--- src/tilt_shake_gesture_detector_core_defines.svh ---
// Assertion macros shared by the tilt and shake gesture detector files.
`ifndef TILT_SHAKE_GESTURE_DETECTOR_CORE_DEFINES_SVH
`define TILT_SHAKE_GESTURE_DETECTOR_CORE_DEFINES_SVH

// Checked on every rising edge of aclk, ignored while reset is asserted.
`define TSG_ASSERT(label, prop) \
    label: assert property (@(posedge aclk) disable iff (!aresetn) (prop)) \
        else $error("tsg assertion failed");

// Checked on every rising edge of aclk, reset included.
`define TSG_ASSERT_ALWAYS(label, prop) \
    label: assert property (@(posedge aclk) (prop)) \
        else $error("tsg assertion failed");

`endif

--- src/tsg_pkg.sv ---
// Types, constants and helpers for the tilt and shake gesture detector.
package tsg_pkg;

    typedef enum logic [2:0] {
        GEST_NONE  = 3'd0,
        GEST_FWD   = 3'd1,
        GEST_BWD   = 3'd2,
        GEST_LEFT  = 3'd3,
        GEST_RIGHT = 3'd4,
        GEST_SHAKE = 3'd5
    } gesture_t;

    localparam int CFG_IDX_W  = 3;
    localparam int CFG_DATA_W = 16;

    localparam logic [CFG_IDX_W-1:0] CFG_FWD_THR   = 3'd0;
    localparam logic [CFG_IDX_W-1:0] CFG_BWD_THR   = 3'd1;
    localparam logic [CFG_IDX_W-1:0] CFG_LAT_THR   = 3'd2;
    localparam logic [CFG_IDX_W-1:0] CFG_SHAKE_DLT = 3'd3;
    localparam logic [CFG_IDX_W-1:0] CFG_SHAKE_CNT = 3'd4;
    localparam logic [CFG_IDX_W-1:0] CFG_HOLD_TIME = 3'd5;
    localparam logic [CFG_IDX_W-1:0] CFG_TILT_TIME = 3'd6;

    localparam logic signed [15:0] RST_FWD_THR   = -16'sd10000;
    localparam logic signed [15:0] RST_BWD_THR   = 16'sd14000;
    localparam logic [14:0]        RST_LAT_THR   = 15'd10000;
    localparam logic [15:0]        RST_SHAKE_DLT = 16'd8000;
    localparam logic [3:0]         RST_SHAKE_CNT = 4'd3;
    localparam logic [15:0]        RST_HOLD_TIME = 16'd1000;
    localparam logic [15:0]        RST_TILT_TIME = 16'd500;

    typedef struct packed {
        logic signed [15:0] fwd_thr;
        logic signed [15:0] bwd_thr;
        logic [14:0]        lat_thr;
        logic [15:0]        shake_dlt;
        logic [3:0]         shake_cnt;
        logic [15:0]        hold_time;
        logic [15:0]        tilt_time;
    } cfg_t;

    typedef struct packed {
        logic signed [15:0] ax;
        logic signed [15:0] ay;
        logic signed [15:0] az;
        logic [31:0]        t;
    } sample_t;

    // |a - b| at full 17-bit width
    function automatic logic [16:0] abs_diff(input logic signed [15:0] a,
                                             input logic signed [15:0] b);
        logic signed [16:0] d;
        d = 17'(a) - 17'(b);
        abs_diff = d[16] ? 17'(-d) : 17'(d);
    endfunction

endpackage

--- src/tsg_cfg.sv ---
// Configuration register file of the gesture detector.
module tsg_cfg import tsg_pkg::*; (
    input  logic                  aclk,
    input  logic                  aresetn,
    input  logic                  cfg_we,
    input  logic [CFG_IDX_W-1:0]  cfg_index,
    input  logic [CFG_DATA_W-1:0] cfg_wdata,
    output cfg_t                  cfg
);

    cfg_t cfg_reg;

    always_ff @(posedge aclk) begin
        if (!aresetn) begin
            cfg_reg.fwd_thr   <= RST_FWD_THR;
            cfg_reg.bwd_thr   <= RST_BWD_THR;
            cfg_reg.lat_thr   <= RST_LAT_THR;
            cfg_reg.shake_dlt <= RST_SHAKE_DLT;
            cfg_reg.shake_cnt <= RST_SHAKE_CNT;
            cfg_reg.hold_time <= RST_HOLD_TIME;
            cfg_reg.tilt_time <= RST_TILT_TIME;
        end else if (cfg_we) begin
            unique case (cfg_index)
                CFG_FWD_THR:   cfg_reg.fwd_thr   <= cfg_wdata;
                CFG_BWD_THR:   cfg_reg.bwd_thr   <= cfg_wdata;
                CFG_LAT_THR:   cfg_reg.lat_thr   <= cfg_wdata[14:0];
                CFG_SHAKE_DLT: cfg_reg.shake_dlt <= cfg_wdata;
                CFG_SHAKE_CNT: cfg_reg.shake_cnt <= cfg_wdata[3:0];
                CFG_HOLD_TIME: cfg_reg.hold_time <= cfg_wdata;
                CFG_TILT_TIME: cfg_reg.tilt_time <= cfg_wdata;
                default: ;
            endcase
        end
    end

    assign cfg = cfg_reg;

endmodule

--- src/tsg_detect.sv ---
// Gesture decision logic and the per-gesture tracking state.
module tsg_detect import tsg_pkg::*; (
    input  logic     aclk,
    input  logic     aresetn,
    input  logic     en,
    input  cfg_t     cfg,
    input  sample_t  smp,
    output gesture_t gesture
);

    `include "tilt_shake_gesture_detector_core_defines.svh"

    logic [31:0]        fwd_start_reg, fwd_start_next;
    logic               fwd_armed_reg, fwd_armed_next;
    logic               fwd_fired_reg, fwd_fired_next;
    logic [31:0]        bwd_start_reg, bwd_start_next;
    logic               bwd_armed_reg, bwd_armed_next;
    logic               bwd_fired_reg, bwd_fired_next;
    logic [31:0]        left_start_reg, left_start_next;
    logic               left_armed_reg, left_armed_next;
    logic [31:0]        right_start_reg, right_start_next;
    logic               right_armed_reg, right_armed_next;
    logic signed [15:0] prev_x_reg, prev_x_next;
    logic signed [15:0] prev_y_reg, prev_y_next;
    logic signed [15:0] prev_z_reg, prev_z_next;
    logic [3:0]         jolt_run_reg, jolt_run_next;

    always_comb begin
        logic               done;
        logic signed [15:0] lat_pos;
        logic signed [15:0] lat_neg;
        logic [31:0]        el_fwd, el_bwd, el_left, el_right;
        logic               jolt;
        logic [4:0]         run_inc;

        fwd_start_next   = fwd_start_reg;
        fwd_armed_next   = fwd_armed_reg;
        fwd_fired_next   = fwd_fired_reg;
        bwd_start_next   = bwd_start_reg;
        bwd_armed_next   = bwd_armed_reg;
        bwd_fired_next   = bwd_fired_reg;
        left_start_next  = left_start_reg;
        left_armed_next  = left_armed_reg;
        right_start_next = right_start_reg;
        right_armed_next = right_armed_reg;
        prev_x_next      = prev_x_reg;
        prev_y_next      = prev_y_reg;
        prev_z_next      = prev_z_reg;
        jolt_run_next    = jolt_run_reg;
        gesture          = GEST_NONE;
        done             = 1'b0;

        lat_pos  = $signed({1'b0, cfg.lat_thr});
        lat_neg  = -lat_pos;
        el_fwd   = smp.t - fwd_start_reg;
        el_bwd   = smp.t - bwd_start_reg;
        el_left  = smp.t - left_start_reg;
        el_right = smp.t - right_start_reg;
        jolt     = (abs_diff(smp.ax, prev_x_reg) > {1'b0, cfg.shake_dlt}) ||
                   (abs_diff(smp.ay, prev_y_reg) > {1'b0, cfg.shake_dlt}) ||
                   (abs_diff(smp.az, prev_z_reg) > {1'b0, cfg.shake_dlt});
        run_inc  = {1'b0, jolt_run_reg} + 5'd1;

        if (smp.ax < cfg.fwd_thr) begin
            if (!fwd_armed_reg) begin
                fwd_armed_next = 1'b1;
                fwd_start_next = smp.t;
                fwd_fired_next = 1'b0;
            end else if (!fwd_fired_reg && el_fwd >= {16'd0, cfg.hold_time}) begin
                fwd_fired_next = 1'b1;
                gesture        = GEST_FWD;
                done           = 1'b1;
            end
        end else begin
            fwd_armed_next = 1'b0;
            fwd_start_next = '0;
            fwd_fired_next = 1'b0;
        end

        if (!done) begin
            if (smp.ax > cfg.bwd_thr) begin
                if (!bwd_armed_reg) begin
                    bwd_armed_next = 1'b1;
                    bwd_start_next = smp.t;
                    bwd_fired_next = 1'b0;
                end else if (!bwd_fired_reg && el_bwd >= {16'd0, cfg.hold_time}) begin
                    bwd_fired_next = 1'b1;
                    gesture        = GEST_BWD;
                    done           = 1'b1;
                end
            end else begin
                bwd_armed_next = 1'b0;
                bwd_start_next = '0;
                bwd_fired_next = 1'b0;
            end
        end

        if (!done) begin
            if (smp.ay > lat_pos) begin
                if (!left_armed_reg) begin
                    left_armed_next = 1'b1;
                    left_start_next = smp.t;
                end else if (el_left >= {16'd0, cfg.tilt_time}) begin
                    left_armed_next = 1'b0;
                    left_start_next = '0;
                    gesture         = GEST_LEFT;
                    done            = 1'b1;
                end
            end else begin
                left_armed_next = 1'b0;
                left_start_next = '0;
            end
        end

        if (!done) begin
            if (smp.ay < lat_neg) begin
                if (!right_armed_reg) begin
                    right_armed_next = 1'b1;
                    right_start_next = smp.t;
                end else if (el_right >= {16'd0, cfg.tilt_time}) begin
                    right_armed_next = 1'b0;
                    right_start_next = '0;
                    gesture          = GEST_RIGHT;
                    done             = 1'b1;
                end
            end else begin
                right_armed_next = 1'b0;
                right_start_next = '0;
            end
        end

        if (!done) begin
            prev_x_next = smp.ax;
            prev_y_next = smp.ay;
            prev_z_next = smp.az;
            if (jolt) begin
                if (run_inc > {1'b0, cfg.shake_cnt}) begin
                    jolt_run_next = '0;
                    gesture       = GEST_SHAKE;
                end else begin
                    jolt_run_next = run_inc[3:0];
                end
            end else begin
                jolt_run_next = '0;
            end
        end
    end

    always_ff @(posedge aclk) begin
        if (!aresetn) begin
            fwd_start_reg   <= '0;
            fwd_armed_reg   <= 1'b0;
            fwd_fired_reg   <= 1'b0;
            bwd_start_reg   <= '0;
            bwd_armed_reg   <= 1'b0;
            bwd_fired_reg   <= 1'b0;
            left_start_reg  <= '0;
            left_armed_reg  <= 1'b0;
            right_start_reg <= '0;
            right_armed_reg <= 1'b0;
            prev_x_reg      <= '0;
            prev_y_reg      <= '0;
            prev_z_reg      <= '0;
            jolt_run_reg    <= '0;
        end else if (en) begin
            fwd_start_reg   <= fwd_start_next;
            fwd_armed_reg   <= fwd_armed_next;
            fwd_fired_reg   <= fwd_fired_next;
            bwd_start_reg   <= bwd_start_next;
            bwd_armed_reg   <= bwd_armed_next;
            bwd_fired_reg   <= bwd_fired_next;
            left_start_reg  <= left_start_next;
            left_armed_reg  <= left_armed_next;
            right_start_reg <= right_start_next;
            right_armed_reg <= right_armed_next;
            prev_x_reg      <= prev_x_next;
            prev_y_reg      <= prev_y_next;
            prev_z_reg      <= prev_z_next;
            jolt_run_reg    <= jolt_run_next;
        end
    end

    // a hold can only have fired while its timer is armed
    `TSG_ASSERT_ALWAYS(a_fwd_fired_armed, fwd_fired_reg |-> fwd_armed_reg)
    `TSG_ASSERT_ALWAYS(a_bwd_fired_armed, bwd_fired_reg |-> bwd_armed_reg)
    // state moves only on a processed sample
    `TSG_ASSERT(a_hold_when_idle, !en |=> ($stable(jolt_run_reg) && $stable(prev_x_reg)
        && $stable(fwd_armed_reg) && $stable(left_armed_reg)))

endmodule

--- src/tilt_shake_gesture_detector_core.sv ---
// Top level of the tilt and shake gesture detector.
// One accelerometer sample is accepted per clock while the result side does not
// stall, and one gesture code comes out per sample, in order. A transferred
// sample sits in the input register while the decision logic updates the
// tracking state, and the result register is loaded once the result side can
// take it. The rate is one sample per cycle while the result side does not
// stall, set by the loop from the tracking state through the decision logic
// back to itself. When the result side stalls, one further sample is held in
// the input register. Configuration writes must be made only while no sample
// is in flight.
module tilt_shake_gesture_detector_core import tsg_pkg::*; (
    input  logic                  aclk,
    input  logic                  aresetn,
    input  logic                  s_tvalid,
    output logic                  s_tready,
    // accel_x[15:0], accel_y[31:16], accel_z[47:32], time_ms[79:48]
    input  logic [79:0]           s_tdata,
    output logic                  m_tvalid,
    input  logic                  m_tready,
    // gesture[2:0], zero padding[7:3]
    output logic [7:0]            m_tdata,
    input  logic                  cfg_we,
    input  logic [CFG_IDX_W-1:0]  cfg_index,
    input  logic [CFG_DATA_W-1:0] cfg_wdata
);

    `include "tilt_shake_gesture_detector_core_defines.svh"

    cfg_t     cfg;
    sample_t  smp_reg;
    logic     in_valid_reg;
    logic     out_valid_reg;
    gesture_t gest_reg;
    gesture_t gest_next;
    logic     proc_en;
    logic     s_xfer;

    assign proc_en  = in_valid_reg && (!out_valid_reg || m_tready);
    assign s_tready = !in_valid_reg || proc_en;
    assign s_xfer   = s_tvalid && s_tready;

    tsg_cfg u_cfg (
        .aclk      (aclk),
        .aresetn   (aresetn),
        .cfg_we    (cfg_we),
        .cfg_index (cfg_index),
        .cfg_wdata (cfg_wdata),
        .cfg       (cfg)
    );

    tsg_detect u_detect (
        .aclk    (aclk),
        .aresetn (aresetn),
        .en      (proc_en),
        .cfg     (cfg),
        .smp     (smp_reg),
        .gesture (gest_next)
    );

    always_ff @(posedge aclk) begin
        if (!aresetn) begin
            in_valid_reg <= 1'b0;
        end else if (s_tready) begin
            in_valid_reg <= s_tvalid;
        end
        if (s_xfer) begin
            smp_reg.ax <= s_tdata[15:0];
            smp_reg.ay <= s_tdata[31:16];
            smp_reg.az <= s_tdata[47:32];
            smp_reg.t  <= s_tdata[79:48];
        end
    end

    always_ff @(posedge aclk) begin
        if (!aresetn) begin
            out_valid_reg <= 1'b0;
        end else if (proc_en) begin
            out_valid_reg <= 1'b1;
        end else if (m_tready) begin
            out_valid_reg <= 1'b0;
        end
        if (proc_en) begin
            gest_reg <= gest_next;
        end
    end

    assign m_tvalid = out_valid_reg;
    assign m_tdata  = {5'd0, gest_reg};

    `TSG_ASSERT(a_result_follows, proc_en |=> out_valid_reg)
    `TSG_ASSERT(a_full_stall, (in_valid_reg && out_valid_reg && !m_tready) |-> !s_tready)
    `TSG_ASSERT(a_gesture_range, out_valid_reg |-> (gest_reg == GEST_NONE ||
        gest_reg == GEST_FWD || gest_reg == GEST_BWD || gest_reg == GEST_LEFT ||
        gest_reg == GEST_RIGHT || gest_reg == GEST_SHAKE))

endmodule

--- config.mk ---
export PLATFORM = sky130hd
export DESIGN_NAME = tilt_shake_gesture_detector_core
export DESIGN_NICKNAME = d
export VERILOG_FILES = /design/src/tsg_pkg.sv /design/src/tsg_cfg.sv /design/src/tsg_detect.sv /design/src/tilt_shake_gesture_detector_core.sv
export VERILOG_INCLUDE_DIRS = /design/src /design/src/src
export SDC_FILE = /design/constraint.sdc
export NUM_CORES = 1
export LEC_CHECK = 0
export ABC_AREA = 1
export BUFFER_PORTS_ARGS = -buffer_cell sky130_fd_sc_hd__buf_2
export CAP_MARGIN = 20
export CELL_PAD_IN_SITES_DETAIL_PLACEMENT = 0
export CELL_PAD_IN_SITES_GLOBAL_PLACEMENT = 1
export CORE_MARGIN = 2
export CORE_UTILIZATION = 35
export CTS_CLUSTER_DIAMETER = 30
export DETAILED_ROUTE_END_ITERATION = 7
export GPL_TIMING_DRIVEN = 0
export HOLD_SLACK_MARGIN = 0.08
export PLACE_DENSITY = 0.73
export RECOVER_POWER = 50
export SYNTH_ARGS = -nofsm -noshare
export SYNTH_HDL_FRONTEND = slang
export SYNTH_HIERARCHICAL = 1
export SYNTH_SLANG_ARGS = --single-unit
--- constraint.sdc ---
create_clock -name aclk -period 5.1 [get_ports aclk]
set_input_delay 0.255 -clock aclk [delete_from_list [all_inputs] [get_ports aclk]]
set_output_delay 0.255 -clock aclk [all_outputs]
set_load 0.02 [all_outputs]
==> out/results.tsv, run 1 <==
stage	metric	value	unit
die	Initial Util	35.4	%
placed_design	Detail Placement HPWL	88.2	mm
die	total die area	92100	um^2
power_and_ir_drop	cell area power density	355	nW/um^2
setup_path	Worst R2R Start	smp_reg[12]$_DFFE_PP_	
setup_path	worst r2r path cells	23	
route	Residual DRC	0	
setup_path	Crit-path slowest cell	edfxtp_1	
sta	Max Freq	209	MHz
sta	Setup Skew	53.9	ps
setup_path	CP Cell Sequence	ha_1 > nand2_1 > nor2_2 > inv_2 > nor3_2 > nand2_1 > nand2_1 > xor2_1 > ha_1 > nand2_1 > nand2_1 > a21oi_1 > nand2_1 > a221oi_1 > nand4_1 > nand2_1 > nand2_4 > nor2_4 > buf_6 > buf_4 > nand3_1 > nand2_1 > nor2_1	
setup_path	Worst EP arrival	5330	ps
logic_synthesis	register area share after synthesis	26.2	%
global_routing	initial antenna violation count	2	
route	antenna-violating nets left	0	
final_layout	P&R area growth vs syn	21.1	%
route	1st-iter DRT viols	2655	
worst_hold_path	Worst Hold Endpoint	u_detect/bwd_start_reg[31]$_SDFFE_PN0P_	
clocking	clk buf depth	3	
sta	slew margin rel.	-11.2	%
sta	Final Cycle Share	93.9	%
logic_synthesis	top post-synthesis cells by area	dfxtp_1 (18%), nand2_1 (16%), ha_1 (14%)	
die	row cnt	109	
global_routing	first-pass GRT wire length	170	mm
die	Core Box Area	88600	um^2
setup_path	Worst path most repeated cell	nand2_1	
clocking	worst-skew pair later-pin latency	690	ps
placed_design	Placed Instance Area	33500	um^2
clocking	CTS tree	built	
final_layout	number of flip-flops in the largest register	99	
final_layout	Layout Nets	5639	
die	die height	303	um
global_routing	number of global-route vias before repair	29400	
route	Pre-Repair DR Iteration Count	6	
power_and_ir_drop	Pleak	18.9	nW
logic_synthesis	YS warnings	6	
logic_synthesis	Yosys reg bits	370	
sta	Slew Viols, Final	34	
logic_synthesis	Syn Std Cell Area	31400	um^2
global_routing	total track usage	24.1	%
sta	measured slew at the worst slew-check pin	1660	ps
power_and_ir_drop	Tot Pwr	13.5	mW
route	WL final	113	mm
setup_path	flop2flop setup slack	310	ps
route	vias per cell	4.93	
power_and_ir_drop	VDD IR max	0.000279	V
route	WL/cell	17.5	um
setup_path	R2R Path End	u_detect/right_start_reg[14]$_SDFFE_PN0P_	
global_routing	GRT overflow	0	
setup_path	startpoint types	flop	
final_layout	final instance area	38000	um^2
clocking	H-tree depth	3	
final_layout	number of antenna diodes	0	
worst_hold_path	Hold WC Path Type	in2reg	
logic_synthesis	Post-synth top flop	dfxtp_1	
sta	crit path time final	4790	ps
clocking	total CTS buffers	97	
logic_synthesis	cell taking the most area after synthesis	dfxtp_1	
worst_hold_path	Hold Startpoint	aresetn	
setup_path	CP endpoint kind	flop	
setup_path	Critical Path RT	5640	ps
setup_path	CP peak stage delay	690	ps
sta	Final Hold Violating Endpoints	0	
placed_design	Placer Congestion	0.930	
logic_synthesis	Yosys top cell area share	18.3	%
logic_synthesis	Synth Area per Inst	6.49	um^2
sta	total negative slack	0	ps
run_status	run status	complete, but fails checks	
worst_hold_path	worst hold stages	4	
die	Die X	303	um
sta	Finish-stage setup viols	0	
final_layout	fraction of layout cells with a size suffix above 1	7.76	%
route	Vias	31700	
setup_path	Crit Path Max Fanout	10	
clocking	Root Buffer	clkbuf_16	
global_routing	largest net degree at the start of global routing	49	
setup_path	CP Class	reg2reg	
placed_design	number of I/O port buffers	108	
logic_synthesis	synthesized instance count	4836	
sta	worst hold slack	187	ps
logic_synthesis	Post-synth EDFFs	83	
logic_synthesis	Async SR Flop Fraction	0	%
run_status	failing checks	max-capacitance violations, max-slew violations	
die	IO Count	114	
job	total of max-cap violations	1	
logic_synthesis	Netlist cell types	61	
clocking	clock-pin slew of the registers on the worst-case setup and hold paths	40	ps
clocking	CTS sink count	370	
==> synth_stat cells, drive strengths merged, types with 14 or more instances <==
| master | n |
|---|---|
| a21oi | 304 |
| nor3 | 55 |
| o21ai | 129 |
| nand2 | 1356 |
| nand4 | 82 |
| o21bai | 21 |
| clkbuf | 40 |
| nor2 | 590 |
| ha | 354 |
| buf | 67 |
| inv | 780 |
| xnor2 | 34 |
| nand3 | 324 |
| a21o | 14 |
| edfxtp | 83 |
| nand3b | 67 |
| xor2 | 125 |
| dfxtp | 287 |
| o22ai | 32 |
==> cells in the final DEF, fill, tap and decap left out, drive strengths merged, types with 5 or more instances in the layout <==
cell and n:
xnor2 34, buf 170, o21a 11, and2 6, clkinv 35, or2 5, a211oi 11, conb 5
a31oi 10, dlygate4sd3 107, edfxtp 83, dfxtp 287, clkinvlp 13, xor2 125, nand3b 67, nor2 590
a21oi 304, nor4 6, ha 354, o22ai 32, nand4 82, inv 787, clkbuf 189, a21boi 6
fa 7, bufinv 8, nand2 1356, nand3 324, o21bai 21, o211ai 5, nor3 55, a21o 14
o21ai 129
==> logic make-up after synthesis <==
kind of cell / synth area share [%]
xor gates and xnor gates: 4.44
other: 0.0119
adders and majority gates: 14.6
DFF: 26.2
AOI/OAI and AO/OA: 9.79
buffers and inverters: 11.2
and+or+nand+nor: 33.8
==> per-stage QoR <==
step	instances	utilization, %	setup slack (ps)
after detailed placement	6116	37.7	-674
after global placement	6113	37.7	-684
after global routing	6424	42.9	-1.23
final	6424	42.9	310
after floorplan	4840	-	1070
after CTS	6420	42.9	48.1
==> metal layers <==
metal  GRT usage [%]  wire, um  up-vias
li1                -         -    16200
met1            33.8     53200    14500
met2            38.8     50300      822
met3            2.98      6450      133
met4            7.06      2670        0
met5               0         0        -
==> worst max path at each step <==
stage,to,slack (ps),start,cells after the start
6_report,u_detect/right_start_reg[14]$_SDFFE_PN0P_,310,smp_reg[12]$_DFFE_PP_,23
5_1_grt,u_detect/left_start_reg[22]$_SDFFE_PN0P_,-1,smp_reg[0]$_DFFE_PP_,25
4_1_cts,u_detect/right_start_reg[1]$_SDFFE_PN0P_,50,smp_reg[0]$_DFFE_PP_,28
3_5_place_dp,u_detect/bwd_start_reg[22]$_SDFFE_PN0P_,-670,smp_reg[1]$_DFFE_PP_,25
3_3_place_gp,u_detect/bwd_start_reg[21]$_SDFFE_PN0P_,-680,smp_reg[1]$_DFFE_PP_,25
2_1_floorplan,gest_reg[0]$_DFFE_PP_,1070,smp_reg[64]$_DFFE_PP_,34
==> where the power goes <==
group          internal [mW]  leakage (nW)  switching [mW]
Sequential              3.19          3.16           0.163
Combinational           1.42          14.1            2.51
Clock                   4.13          1.64            2.09
==> layout make-up <==
type,instances,area [um^2]
buffer,106,561
clock buffer,124,2660
clock inverter,60,737
fill,9488,50600
inverter,783,2950
multi-input combinational,3580,19700
sequential,370,8240
tap,1165,1460
timing repair buffer,236,1750
==> worst max-delay path: cells and delay by family (launching register included) <==
family / cells / cell delay [ps]
DFF: 1 / 690
buffers and inverters: 3 / 500
and+or+nand+nor: 15 / 1970
AOI/OAI and AO/OA: 2 / 410
xor gates and xnor gates: 1 / 230
adders and majority gates: 2 / 810
==> timing repair <==
item	4_1_cts	5_1_grt
resized for setup	5	41
setup endpoints to repair	152	149
pin swaps	1	6
hold buffers	107	0
setup buffers	13	5
endpoints found under the hold margin	154	0
(Power assumes the default switching activity.)
==> run 2, diff against run 1 <==
- CORE_MARGIN: 2 -> 3
==> run 2 against run 1 <==
  * The flow still finishes with violations (max-capacitance violations, max-slew violations)
  * Sequential power barely moved
  * Register-to-register slack got worse by 120 ps
  * Worst setup slack worse by 120 ps
  * Worst hold slack got worse by 89 ps
  * Combinational power about the same
  * Global-route usage is 0.52 points lower
  * Clock power increased by 7.2%
  * Count of clock-buffer cells in the layout grew 11
  * Sequential cell count did not move
  * Critical path type unchanged
  * Largest cell class unchanged
==> out/results.tsv, run 2 (synthesis results as in run 1) <==
stage	metric	value	unit
power_and_ir_drop	VDD IR max	0.000236	V
route	Residual DRC	0	
global_routing	GRT overflow	0	
route	Pre-Repair DR Iteration Count	6	
setup_path	startpoint types	flop	
final_layout	Layout Nets	5656	
run_status	failing checks	max-capacitance violations, max-slew violations	
sta	RSZ-0062 raised after global routing	yes	
setup_path	CP endpoint kind	flop	
sta	worst hold slack	98.2	ps
global_routing	largest net degree at the start of global routing	49	
sta	Final Cycle Share	96.3	%
final_layout	number of antenna diodes	0	
placed_design	Detail Placement HPWL	88.1	mm
final_layout	commonest cells after routing, fill and taps aside	nand2_1 (1340), inv_1 (767), nor2_1 (578)	
route	WL final	113	mm
setup_path	Crit. Startpoint	smp_reg[0]$_DFFE_PP_	
placed_design	Placer Congestion	0.920	
final_layout	filler cell count	9406	
sta	Setup Skew	41.8	ps
route	Met2 Routed Length	50.4	mm
setup_path	Worst path most repeated cell	nand2_1	
setup_path	CP Class	reg2reg	
setup_path	flop2flop setup slack	190	ps
route	metal3 WL	5.73	mm
setup_path	Crit-path slowest cell	fa_1	
power_and_ir_drop	cell area power density	364	nW/um^2
global_routing	number of global-route vias before repair	29900	
global_routing	total track usage	23.6	%
sta	measured slew at the worst slew-check pin	1680	ps
clocking	CTS sink count	370	
setup_path	Critical Path Sink	u_detect/prev_y_reg[0]$_SDFFE_PN0P_	
final_layout	fraction of layout cells with a size suffix above 1	8.11	%
die	Die X	305	um
clocking	Root Buffer	clkbuf_16	
worst_hold_path	Hold WC Path Type	in2reg	
route	vias per cell	4.91	
setup_path	Worst R2R Start	smp_reg[0]$_DFFE_PP_	
route	WL/cell	17.5	um
setup_path	Crit Path Max Fanout	10	
sta	Final Hold Violating Endpoints	0	
clocking	CTS tree	built	
run_status	run status	complete, but fails checks	
sta	total negative slack	0	ps
final_layout	P&R area growth vs syn	22.4	%
setup_path	worst r2r path cells	25	
clocking	total CTS buffers	103	
final_layout	Final Core Density	43.3	%
route	1st-iter DRT viols	2331	
setup_path	CP peak stage delay	450	ps
power_and_ir_drop	Pleak	19.1	nW
route	Vias	31600	
route	Highest Signal Layer	met4	
clocking	worst-skew pair later-pin latency	670	ps
setup_path	Worst EP arrival	5450	ps
sta	Slew Viols, Final	34	
global_routing	first-pass GRT wire length	172	mm
route	antenna-violating nets left	0	
sta	Max Freq	204	MHz
clocking	H-tree depth	3	
job	total of max-cap violations	1	
die	Core Box Area	88600	um^2
clocking	clock-pin slew of the registers on the worst-case setup and hold paths	50	ps
clocking	clk buf depth	3	
die	total die area	93300	um^2
route	M1 WL	53.4	mm
sta	crit path time final	4910	ps
worst_hold_path	Hold Startpoint	cfg_index[2]	
die	Initial Util	35.4	%
sta	post-route setup slack	187	ps
die	IO Count	114	
final_layout	commonest non-fill, non-tap cell in the layout	nand2_1	
global_routing	initial antenna violation count	2	
final_layout	number of flip-flops in the largest register	99	
placed_design	number of I/O port buffers	108	
setup_path	Critical Path RT	5640	ps
placed_design	Place WS	-623	ps
die	row cnt	109	
setup_path	R2R Path End	u_detect/prev_y_reg[0]$_SDFFE_PN0P_	
sta	slew margin rel.	-12.7	%
die	die height	305	um
sta	Finish-stage setup viols	0	
## run 2: cell count changes in the layout (fill, tap and decap cells not counted), sizes merged, moves of 2 or more
cell         before  now
dlygate4sd3     107  105
clkbuf          189  201
buf             170  182
clkinv           35   32
bufinv            8   12
## run 2: critical path, delay by kind of cell, from the launching register on
family | cells | cell delay [ps]
xor+xnor | 1 | 240
simple gates | 13 | 1790
compound gates | 2 | 510
fa+ha+maj | 3 | 870
buf+inv | 6 | 950
flops | 1 | 400
## run 2: where the power goes
| group | leakage (nW) | switching [mW] | internal [mW] |
|---|---|---|---|
| clock | 1.78 | 2.07 | 4.60 |
| combinational | 14.1 | 2.52 | 1.44 |
| sequential | 3.16 | 0.155 | 3.20 |
## run 2: layer usage
| layer | global-route usage [%] | vias up |
|---|---|---|
| met3 | 3.42 | 151 |
| met4 | 7.53 | 0 |
| met2 | 38.2 | 739 |
| met5 | 0 | - |
| li1 | - | 16300 |
| met1 | 32.5 | 14500 |
## run 2: cell type report
cell class | instances | area (um^2) | area share, %
repair buffers | 247 | 1900 | 4.93
plain buffers | 106 | 543 | 1.41
multi-input cells | 3580 | 19700 | 51.2
clock buffers | 135 | 2900 | 7.54
flip-flops and latches | 370 | 8240 | 21.4
clock inverters | 59 | 763 | 1.99
well taps | 1165 | 1460 | 3.79
inverters | 783 | 2950 | 7.68
## run 2: how the worst min path moves through the flow
stage / end / slack (ps) / cells past startpoint
global route: u_cfg/cfg[16]$_SDFFE_PN0P_ / 100 / 5
detailed placement: smp_reg[21]$_DFFE_PP_ / 430 / 1
floorplan: smp_reg[0]$_DFFE_PP_ / 350 / 0
finish: u_cfg/cfg[16]$_SDFFE_PN0P_ / 100 / 5
global placement: smp_reg[36]$_DFFE_PP_ / 430 / 1
CTS: u_cfg/cfg[0]$_SDFFE_PN0P_ / 90 / 5
## run 2: through the flow
step                instances  cell area (um^2)  total power, mW
floorplan                4840             31400             6.15
global placement         6113             33400             7.16
detailed placement       6116             33500             7.19
CTS                      6427             38300             14.0
global route             6445             38400             14.8
finish                   6445             38400             14.0
## run 2: what timing repair did
| action | in CTS | in global routing |
|---|---|---|
| pin swaps | 1 | 5 |
| setup endpoints to repair | 152 | 148 |
| setup buffers | 12 | 19 |
| endpoints found under the hold margin | 133 | 0 |
| resized for setup | 5 | 27 |
| hold buffers | 105 | 0 |
==> run 3, diff against run 2 <==
- RECOVER_POWER: 50 -> not set
- clock period: 5.1 -> 4.75 ns (I/O delays scaled with it)
==> run 3 against run 2 <==
  * The flow now finishes without violations
  * Wire length up 0.63%
  * Largest cell class unchanged
  * Non-clock buffer count is 31 higher
  * Global-route usage grew 0.14 points
  * Worst hold slack improved by 74 ps
  * Utilization is 0.78 points higher
  * First-iteration DRC count fell by 6.6%
  * Combinational power up 11%
  * Final area rose by 1.8%
==> out/results.tsv, run 3 (synthesis results as in run 1) <==
stage	metric	value	unit
setup_path	CP peak stage delay	410	ps
power_and_ir_drop	VDD IR max	0.000266	V
sta	measured slew at the worst slew-check pin	1080	ps
final_layout	Seq. cell area	8240	um^2
power_and_ir_drop	Int Power	9.99	mW
placed_design	Placer Congestion	0.920	
sta	RSZ-0062 raised after global routing	yes	
power_and_ir_drop	logic gate share of total power	29.0	%
power_and_ir_drop	Tot Pwr	15.1	mW
setup_path	flop2flop setup slack	120	ps
route	1st-iter DRT viols	2178	
sta	Final Hold Violating Endpoints	0	
power_and_ir_drop	cell area power density	387	nW/um^2
global_routing	first-pass GRT wire length	173	mm
clocking	Root Buffer	clkbuf_16	
clocking	CTS tree	built	
final_layout	number of antenna diodes	0	
final_layout	fraction of layout cells with a size suffix above 1	10.3	%
sta	Slew Viols, Final	0	
setup_path	Crit-path slowest cell	edfxtp_1	
die	die height	305	um
die	Die X	305	um
die	row cnt	109	
route	WL final	113	mm
setup_path	Worst EP arrival	5150	ps
power_and_ir_drop	Switching Share	34.0	%
sta	worst hold slack	172	ps
sta	Final Cycle Share	97.6	%
clocking	total CTS buffers	103	
clocking	CTS sink count	370	
die	Core Box Area	88600	um^2
global_routing	largest net degree at the start of global routing	49	
final_layout	Layout Nets	5687	
global_routing	number of global-route vias before repair	30100	
route	vias per cell	4.90	
global_routing	initial antenna violation count	2	
clocking	clock-pin slew of the registers on the worst-case setup and hold paths	50	ps
setup_path	startpoint types	flop	
clocking	clk buf depth	3	
final_layout	commonest non-fill, non-tap cell in the layout	nand2_1	
final_layout	number of flip-flops in the largest register	99	
die	IO Count	114	
setup_path	CP endpoint kind	flop	
sta	total negative slack	0	ps
sta	Finish-stage setup viols	0	
power_and_ir_drop	Reg power frac	23.7	%
die	Initial Util	35.4	%
sta	Max Freq	216	MHz
worst_hold_path	Hold WC Path Type	in2reg	
route	WL/cell	17.5	um
die	total die area	93300	um^2
setup_path	Critical Path RT	5270	ps
placed_design	number of I/O port buffers	108	
final_layout	Multi-input gate area	20000	um^2
setup_path	Crit Path Max Fanout	10	
sta	slew margin rel.	27.8	%
job	total of max-cap violations	0	
sta	crit path time final	4630	ps
final_layout	Final Core Density	44.1	%
global_routing	total track usage	23.8	%
power_and_ir_drop	Clk network pwr share	47.3	%
power_and_ir_drop	switching power	5.14	mW
route	antenna-violating nets left	0	
route	Vias	31800	
setup_path	Worst path most repeated cell	nor2_1	
clocking	H-tree depth	3	
sta	Setup Skew	42.1	ps
power_and_ir_drop	Pleak	19.4	nW
final_layout	filler cell count	9332	
route	Residual DRC	0	
final_layout	P&R area growth vs syn	24.6	%
route	Pre-Repair DR Iteration Count	6	
placed_design	Detail Placement HPWL	88.1	mm
global_routing	GRT overflow	0	
setup_path	CP Class	reg2reg	
clocking	worst-skew pair later-pin latency	670	ps
final_layout	commonest cells after routing, fill and taps aside	nand2_1 (1325), inv_1 (765), nor2_1 (568)	
run_status	run status	finished, final reports clean	
## run 3: cell count changes in the layout (fill, tap and decap cells not counted), moves of 9 or more
| cell | previous run | this run |
|---|---|---|
| nor2_1 | 578 | 568 |
| buf_2 | 119 | 128 |
| nand2_2 | 11 | 24 |
| nand2_1 | 1340 | 1325 |
| clkbuf_1 | 74 | 45 |
| buf_4 | 40 | 73 |
## run 3: critical path, delay by kind of cell (launching register included)
family                   cells  cell delay (ps)
flip-flops                   1              410
XOR/XNOR                     1              160
buffers and inverters        6              760
AO/OA/AOI/OAI                5              990
adder cells (fa/ha/maj)      2              670
AND/OR/NAND/NOR             11             1460
## run 3: final cells by class
class                      instances  area share [%]
buffer                           105            1.60
sequential                       370            21.1
multi-input combinational       3580            51.1
timing repair buffer             279            5.58
tap                             1165            3.73
clock inverter                    59            1.95
inverter                         783            7.56
clock buffer                     135            7.41
## run 3: per-layer routing
layer	up-vias	global-route usage [%]	share of wire (%)
li1	16300	-	-
met1	14600	32.7	47
met2	712	38.5	45
met3	162	3.33	5.1
met4	0	7.34	2.9
met5	-	0	0
## run 3: path summary, 6_finish.rpt
| path | cells past startpoint | from | end |
|---|---|---|---|
| worst min register to register | 2 | u_cfg/cfg[45]$_SDFFE_PN1P_ | u_cfg/cfg[45]$_SDFFE_PN1P_ |
| worst max register to register | 25 | smp_reg[11]$_DFFE_PP_ | u_detect/right_start_reg[27]$_SDFFE_PN0P_ |
| worst min-delay path | 4 | aresetn | u_detect/bwd_start_reg[31]$_SDFFE_PN0P_ |
| worst max-delay path | 25 | smp_reg[11]$_DFFE_PP_ | u_detect/right_start_reg[27]$_SDFFE_PN0P_ |
## run 3: power groups by stage
stage / combinational [mW] / clock [mW] / sequential, mW
after floorplan: 3.03 / 0 / 3.57
after global placement: 4.01 / 0 / 3.67
after CTS: 4.23 / 7.26 / 3.59
after detailed placement: 4.05 / 0 / 3.67
after global routing: 4.99 / 7.46 / 3.61
final: 4.38 / 7.15 / 3.59
## run 3: metrics by stage
step                std cells  cell area [um^2]  setup WS (ps)
CTS                      6450             38600          0.675
detailed placement       6116             33500           -973
global placement         6113             33400          -1040
finish                   6476             39100            116
floorplan                4840             31400            725
global route             6476             39100          -71.6
## run 3: timing repair
| item | 4_1_cts | 5_1_grt |
|---|---|---|
| pin swaps | 5 | 15 |
| resized for setup | 23 | 94 |
| hold endpoints to repair | 147 | 0 |
| setup buffers | 34 | 27 |
| hold buffers | 107 | 0 |
| setup endpoints to repair | 154 | 151 |
